==> src/hdl/pij_pkg.sv <==
// ----------------------------------------------------------------------------
// pij_pkg
// Shared widths, status codes, pipeline types and the row arithmetic helpers
// of the point interaction Jacobian block.
// ----------------------------------------------------------------------------
package pij_pkg;

  localparam int X_W = 18;
  localparam int Z_W = 24;
  localparam int J_W = 24;
  localparam int IN_TDATA_W = 208;
  localparam int OUT_VAL_W = 32;
  localparam int OUT_TDATA_W = 2 * OUT_VAL_W;
  localparam int OUT_TUSER_W = 4;

  localparam int MULT_XJ_W = X_W + J_W;
  localparam int MULT_XX_W = 2 * X_W;
  localparam int A_W = 42;
  localparam int N_W = 44;
  localparam int QB = 34;
  localparam int D_W = Z_W;
  localparam int QA_W = 30;
  localparam int Q48_W = 64;
  localparam int SUM_W = QB + 3;

  localparam int DIV_STEPS = 2;
  localparam int DIV_STAGES = QB / DIV_STEPS;
  localparam int FRONT_STAGES = 3;
  localparam int PIPE_LAT = FRONT_STAGES + DIV_STAGES;

  localparam int FIFO_DEPTH = 32;
  localparam int FIFO_AW = $clog2(FIFO_DEPTH);
  localparam int CNT_W = FIFO_AW + 1;

  localparam logic [1:0] STAT_OK = 2'd0;
  localparam logic [1:0] STAT_NEG = 2'd1;
  localparam logic [1:0] STAT_ZERO = 2'd2;
  localparam logic [1:0] ROW_SEL_RESET = 2'b11;

  localparam logic [MULT_XX_W-1:0] ONE_Q32 = MULT_XX_W'(64'h1_0000_0000);
  localparam logic signed [Q48_W-1:0] ROUND_Q32 = 64'sh0000_0000_8000_0000;

  typedef struct packed {
    logic signed [X_W-1:0] point_x;
    logic signed [X_W-1:0] point_y;
    logic signed [Z_W-1:0] depth;
    logic signed [J_W-1:0] jac_vx;
    logic signed [J_W-1:0] jac_vy;
    logic signed [J_W-1:0] jac_vz;
    logic signed [J_W-1:0] jac_wx;
    logic signed [J_W-1:0] jac_wy;
    logic signed [J_W-1:0] jac_wz;
    logic last_column;
  } in_item_t;

  typedef struct packed {
    logic [D_W-1:0] rem;
    logic [QB-1:0] nq;
  } div_row_t;

  typedef struct packed {
    logic neg;
    logic clamp;
    logic signed [QA_W-1:0] qang;
  } row_side_t;

  typedef struct packed {
    div_row_t dx;
    div_row_t dy;
    logic [D_W-1:0] dvsr;
    row_side_t sx;
    row_side_t sy;
    logic [1:0] status;
    logic last;
  } div_item_t;

  typedef struct packed {
    logic [OUT_VAL_W-1:0] first_value;
    logic [OUT_VAL_W-1:0] second_value;
    logic [1:0] row_count;
    logic [1:0] status;
    logic last_out;
  } out_item_t;

  function automatic div_row_t div_step(div_row_t r, logic [D_W-1:0] d);
    logic [D_W:0] t;
    logic [D_W:0] diff;
    div_row_t o;
    t = {r.rem, r.nq[QB-1]};
    diff = t - {1'b0, d};
    if (t >= {1'b0, d}) begin
      o.rem = diff[D_W-1:0];
      o.nq = {r.nq[QB-2:0], 1'b1};
    end else begin
      o.rem = t[D_W-1:0];
      o.nq = {r.nq[QB-2:0], 1'b0};
    end
    return o;
  endfunction

  function automatic logic [OUT_VAL_W-1:0] row_value(logic [QB-1:0] quo, row_side_t sd);
    logic [QB-1:0] mag;
    logic signed [QB+1:0] p;
    logic signed [SUM_W-1:0] s;
    logic [OUT_VAL_W-1:0] v;
    mag = sd.clamp ? {QB{1'b1}} : quo;
    p = $signed({2'b00, mag});
    if (sd.neg) begin
      p = -p;
    end
    s = SUM_W'(p) + SUM_W'(sd.qang);
    if (s[SUM_W-1:OUT_VAL_W-1] == {(SUM_W-OUT_VAL_W+1){s[SUM_W-1]}}) begin
      v = s[OUT_VAL_W-1:0];
    end else if (s[SUM_W-1]) begin
      v = {1'b1, {(OUT_VAL_W-1){1'b0}}};
    end else begin
      v = {1'b0, {(OUT_VAL_W-1){1'b1}}};
    end
    return v;
  endfunction

endpackage

==> src/hdl/pij_fifo.sv <==
// ----------------------------------------------------------------------------
// pij_fifo
// Result queue between the free-running pipeline and the output channel.
// ----------------------------------------------------------------------------
module pij_fifo (
  input  logic                  clk,
  input  logic                  rst_n,
  input  logic                  wr_en,
  input  pij_pkg::out_item_t    wr_data,
  input  logic                  rd_en,
  output logic                  rd_vld,
  output pij_pkg::out_item_t    rd_data
);
  import pij_pkg::*;

  out_item_t mem_r [FIFO_DEPTH];
  logic [FIFO_AW-1:0] wr_ptr_r, wr_ptr_nxt;
  logic [FIFO_AW-1:0] rd_ptr_r, rd_ptr_nxt;
  logic [CNT_W-1:0] cnt_r, cnt_nxt;

  always_comb begin
    wr_ptr_nxt = wr_en ? wr_ptr_r + 1'b1 : wr_ptr_r;
    rd_ptr_nxt = rd_en ? rd_ptr_r + 1'b1 : rd_ptr_r;
    cnt_nxt = cnt_r + CNT_W'(wr_en) - CNT_W'(rd_en);
  end

  always_ff @(posedge clk) begin
    if (wr_en) begin
      mem_r[wr_ptr_r] <= wr_data;
    end
  end

  always_ff @(posedge clk) begin
    if (!rst_n) begin
      wr_ptr_r <= '0;
      rd_ptr_r <= '0;
      cnt_r <= '0;
    end else begin
      wr_ptr_r <= wr_ptr_nxt;
      rd_ptr_r <= rd_ptr_nxt;
      cnt_r <= cnt_nxt;
    end
  end

  assign rd_vld = (cnt_r != '0);
  assign rd_data = mem_r[rd_ptr_r];

  a_no_overflow: assert property (@(posedge clk) disable iff (!rst_n)
    wr_en |-> (cnt_r != CNT_W'(FIFO_DEPTH)))
    else $error("result queue written while full");

  a_cnt_up: assert property (@(posedge clk) disable iff (!rst_n)
    (wr_en && !rd_en) |=> (cnt_r == $past(cnt_r) + 1'b1))
    else $error("queue count did not follow a write");

  a_ptr_gap: assert property (@(posedge clk) disable iff (!rst_n)
    (cnt_r != CNT_W'(FIFO_DEPTH)) |-> ((wr_ptr_r - rd_ptr_r) == cnt_r[FIFO_AW-1:0]))
    else $error("queue pointers disagree with count");

endmodule

==> config.mk <==
export PLATFORM = sky130hd
export DESIGN_NAME = pij_fifo
export DESIGN_NICKNAME = d
export VERILOG_FILES = /design/src/hdl/pij_pkg.sv /design/src/hdl/pij_fifo.sv
export SDC_FILE = /design/constraint.sdc
export NUM_CORES = 2
export LEC_CHECK = 0
export BUFFER_PORTS_ARGS = -buffer_cell sky130_fd_sc_hd__buf_2
export CORE_UTILIZATION = 42
export CTS_BUF_LIST = sky130_fd_sc_hd__clkbuf_4
export DETAILED_ROUTE_END_ITERATION = 12
export PLACE_DENSITY_LB_ADDON = 0.15
export SLEW_MARGIN = 20
export SYNTH_ARGS = -nofsm -noshare
export SYNTH_HDL_FRONTEND = slang
export SYNTH_SLANG_ARGS = --single-unit
==> constraint.sdc <==
create_clock -name clk -period 6.1 [get_ports clk]
set_input_delay 0.305 -clock clk [delete_from_list [all_inputs] [get_ports clk]]
set_output_delay 0.305 -clock clk [all_outputs]
set_load 0.1 [all_outputs]
==> results.txt <==
After the first detailed-routing iteration, the DRC count stood at 4467. The power share of the combinational group is 0.075. In this run the clock root is driven by a clkbuf_4. The worst slack after detailed placement is 2.08 ns. For the worst setup path, the data arrival time is 5.18 ns.

The detail route stage leaves a number of antenna-violating nets equal to 0. The cell with the most instances after synthesis is edfxtp_1. The cell taking the most area after synthesis is edfxtp_1. The final layout net count is 4963. The later-pin clock latency in the skew report is 1.34 ns. The clock tree from TritonCTS is done. In the finished design, the share of the clock period the worst path needs comes to 0.898. For this run, the slowest stage of the critical path takes 0.85 ns.

The share of total power in the clock network came out at 0.399. In this run the most critical hold path is launched from wr_data[16]. Summing all multi-input logic gate instances after layout gives 17400 sq um. The number of nets handed over by synthesis was 4181. The pin slew with the least headroom to its limit is 1.20 ns. In this run the static leakage power is 0.0304 uW. Of the total power, the share spent switching nets is 0.240. The post-detailed-routing wire length is 232 mm. During synthesis, Yosys emitted a total of 0 warnings. The area of the placeable core is 200000 sq um.

Synthesis handed over a netlist of 4094 instances. The synthesized design contains 2208 enable-type register cells. The total number of placement rows came out at 164. The synthesized area divided by synthesized cell count is 20.8 sq um. The H-tree was split into 6 levels.

Once layout is complete, the utilization of the core stands at 0.490. The synthesis-to-layout area growth is 15.5%. The sort of element at the end of the critical path is an output port. The power per cell area came out at 330 nW/um^2. The half-perimeter wire length after detailed placement is 114 mm. The overflow left after global routing is 0.

The worst-path cell with the longest stage delay is buf_4. The initial antenna violation count is 8. The worst-case clock skew is 0.0805 ns. The die area is 204000 sq um. The worst register-to-register path has a depth of 5. The number of setup buffers added after CTS is 0. The endpoint required time on the critical path is 5.79 ns. The startpoint identified for the worst register-to-register timing path is wr_ptr_r[0]$_SDFFE_PN0P_. The first-pass GRT wire length is 328 mm.

The final estimated routing congestion in global placement is 0.732. The count of pins on the block boundary is 143. The internal power of the cells totals 24600 uW. The via density per instance is 5.65. The number of input and output port buffers inserted came out at 142. The number of flip-flops and latches in the synthesized netlist came out at 2229. By count the netlist is led by edfxtp_1 (2208), mux2i_1 (554), a22oi_1 (341). The critical-path maximum fanout is 121. The number of buffers added by the clock tree synthesis step is 604. Registers take 66700 sq um.

The buffer levels on the longest clock path is 4. The clock drives 2229 sinks. The routed length per instance is 29.3 microns. For hold timing, the worst endpoint is mem_r[6][16]$_DFFE_PP_. The endpoint of the worst register-to-register path is mem_r[0][37]$_DFFE_PP_. The max-slew violation total from the final report came to 0. Counting the fill cells in the layout gives 16823. The number of global-route vias before repair came out at 46063.

Of the cells placed in the final design, the portion with a size suffix greater than 1 is 0.291. The initial core utilization is 0.424. The final routed DRC violation total came out at 0.

The async set or reset register ratio after synthesis is 0. The detailed router placed 44735 vias in this run. The max capacitance violation total came out at 0. The run finished with clean final reports. The worst-case setup margin in the final layout came out at 0.619 ns. The clock input transition at the sequential cells of the worst setup and hold paths is 0.06 ns.

By area the synthesized netlist is led by edfxtp_1 (78%), mux4_2 (7.3%), mux2i_1 (6.5%). Walking the worst path, the cells encountered are buf_12 -> buf_4 -> mux2i_1 -> a22oi_1 -> nand3_1 -> nand4_1 -> buf_2. The proportion of synthesized chip area in sequential cells came out at 0.785. The worst hold slack came out at 0.138 ns.

The die is 452 microns tall. IR analysis of the VDD net gives a maximum drop of 231 uV. Setup repair after global routing left no endpoint under its margin. The post-route minimum period came out at 5.48 ns.

The summed instance area of the synthesized netlist came out at 85000 sq um. The number of detailed-routing iterations run before antenna repair came out at 5. The final number of hold-violating endpoints is 0. The critical path is of the reg -> out type. The total global-route track usage came out at 0.226.

The top-area cell type share of the netlist area came out at 0.780. The width of the die is 452 microns. For this design the total switching power over the nets is 7770 uW.

The power share of the sequential group came out at 0.526. The count of final setup violators is 0. After routing, the total negative slack on setup checks comes to 0 ns. The kind of start point of the critical path is a flop. The path class of the tightest hold or removal check is in -> reg. The internal reg-to-reg setup slack is 2.84 ns.

The maximum clock rate came out at 182 MHz. The max-slew headroom at the worst pin is 0.199. In the synthesized netlist the dominant register cell turns out to be edfxtp_1.

Counting instances, the worst hold path has a depth of 3. Entering global routing, the biggest net connects 122 pins. The number of distinct library cells after synthesis is 49.
==> cell families after synthesis <==
group | Yosys count | share of synthesized area
flip-flops | 2229 | 0.785
multiplexers | 830 | 0.138
AO/OA/AOI/OAI | 441 | 0.0385
AND/OR/NAND/NOR | 326 | 0.0201
buffers and inverters | 245 | 0.0146
adder cells (fa/ha/maj) | 14 | 0.00215
XOR/XNOR | 9 | 0.000928
==> cell usage in the layout, fill, tap and decap left out, drive strengths merged, types with 25 or more instances in the layout <==
cell and n:
edfxtp 2208, clkbuf 886, mux2i 554, a22oi 341
mux4 276, buf 267, dlygate4sd3 138, nand3 124
clkinv 78, nor2 56, nand4 49, inv 29
nand2 27, a22o 25
==> worst max path at each step <==
stage                                   from                     to  slack, ns
finish                                  flop            rd_data[28]       0.62
global route                            flop            rd_data[40]       0.42
CTS                                     flop            rd_data[28]       0.56
detailed placement                      flop            rd_data[28]       2.08
global placement                        flop            rd_data[28]       2.07
floorplan           wr_ptr_r[2]$_SDFFE_PN0P_  mem_r[4][0]$_DFFE_PP_       1.65
==> per-layer routing <==
layer,vias up,routed length [microns],global-route usage
li1,19062,-,-
met1,23643,99700,0.311
met2,1681,111000,0.358
met3,345,16100,0.0523
met4,4,5000,0.0705
met5,-,31,0
==> worst max-delay path, delay by kind of cell, from the launching register on <==
family	cells	cell delay, ns
buf+inv	3	1.90
mux	1	0.17
flops	1	0.79
simple gates	2	0.38
compound gates	1	0.22
==> repair_timing <==
action,4_1_cts,5_1_grt
resized for setup,0,0
endpoints found under the hold margin,2229,0
hold buffers,153,0
==> stage by stage <==
stage / area [sq um] / power, uW / cells
floorplan: 85000 / 18900 / 4094
global placement: 89300 / 19700 / 6768
detailed placement: 89400 / 19700 / 6772
CTS: 98200 / 32700 / 7912
global route: 98200 / 33600 / 7923
finish: 98200 / 32400 / 7923
==> area by class of cell <==
class	count	share of cell area
antenna	10	0.000255
clock buffer	883	0.0675
clock inverter	104	0.00658
inverter	13	0.000497
multi-input combinational	1620	0.177
sequential	2229	0.680
tap	2656	0.0339
timing repair buffer	408	0.0344
==> state kept, by name, summed over array words and instances (netlist names), named ones only <==
register	cells
rd_ptr_r	5
mem_r	2208
wr_ptr_r	5
cnt_r	6
==> power groups by stage <==
stage	Sequential, uW	Combinational, uW	Clock (uW)
after floorplan	17300	1640	0
after global placement	17300	2340	0
after detailed placement	17300	2360	0
after CTS	17000	2460	13300
after global routing	17000	2570	14000
final	17000	2430	12900
Note: power is estimated with default switching activity, not from simulation.
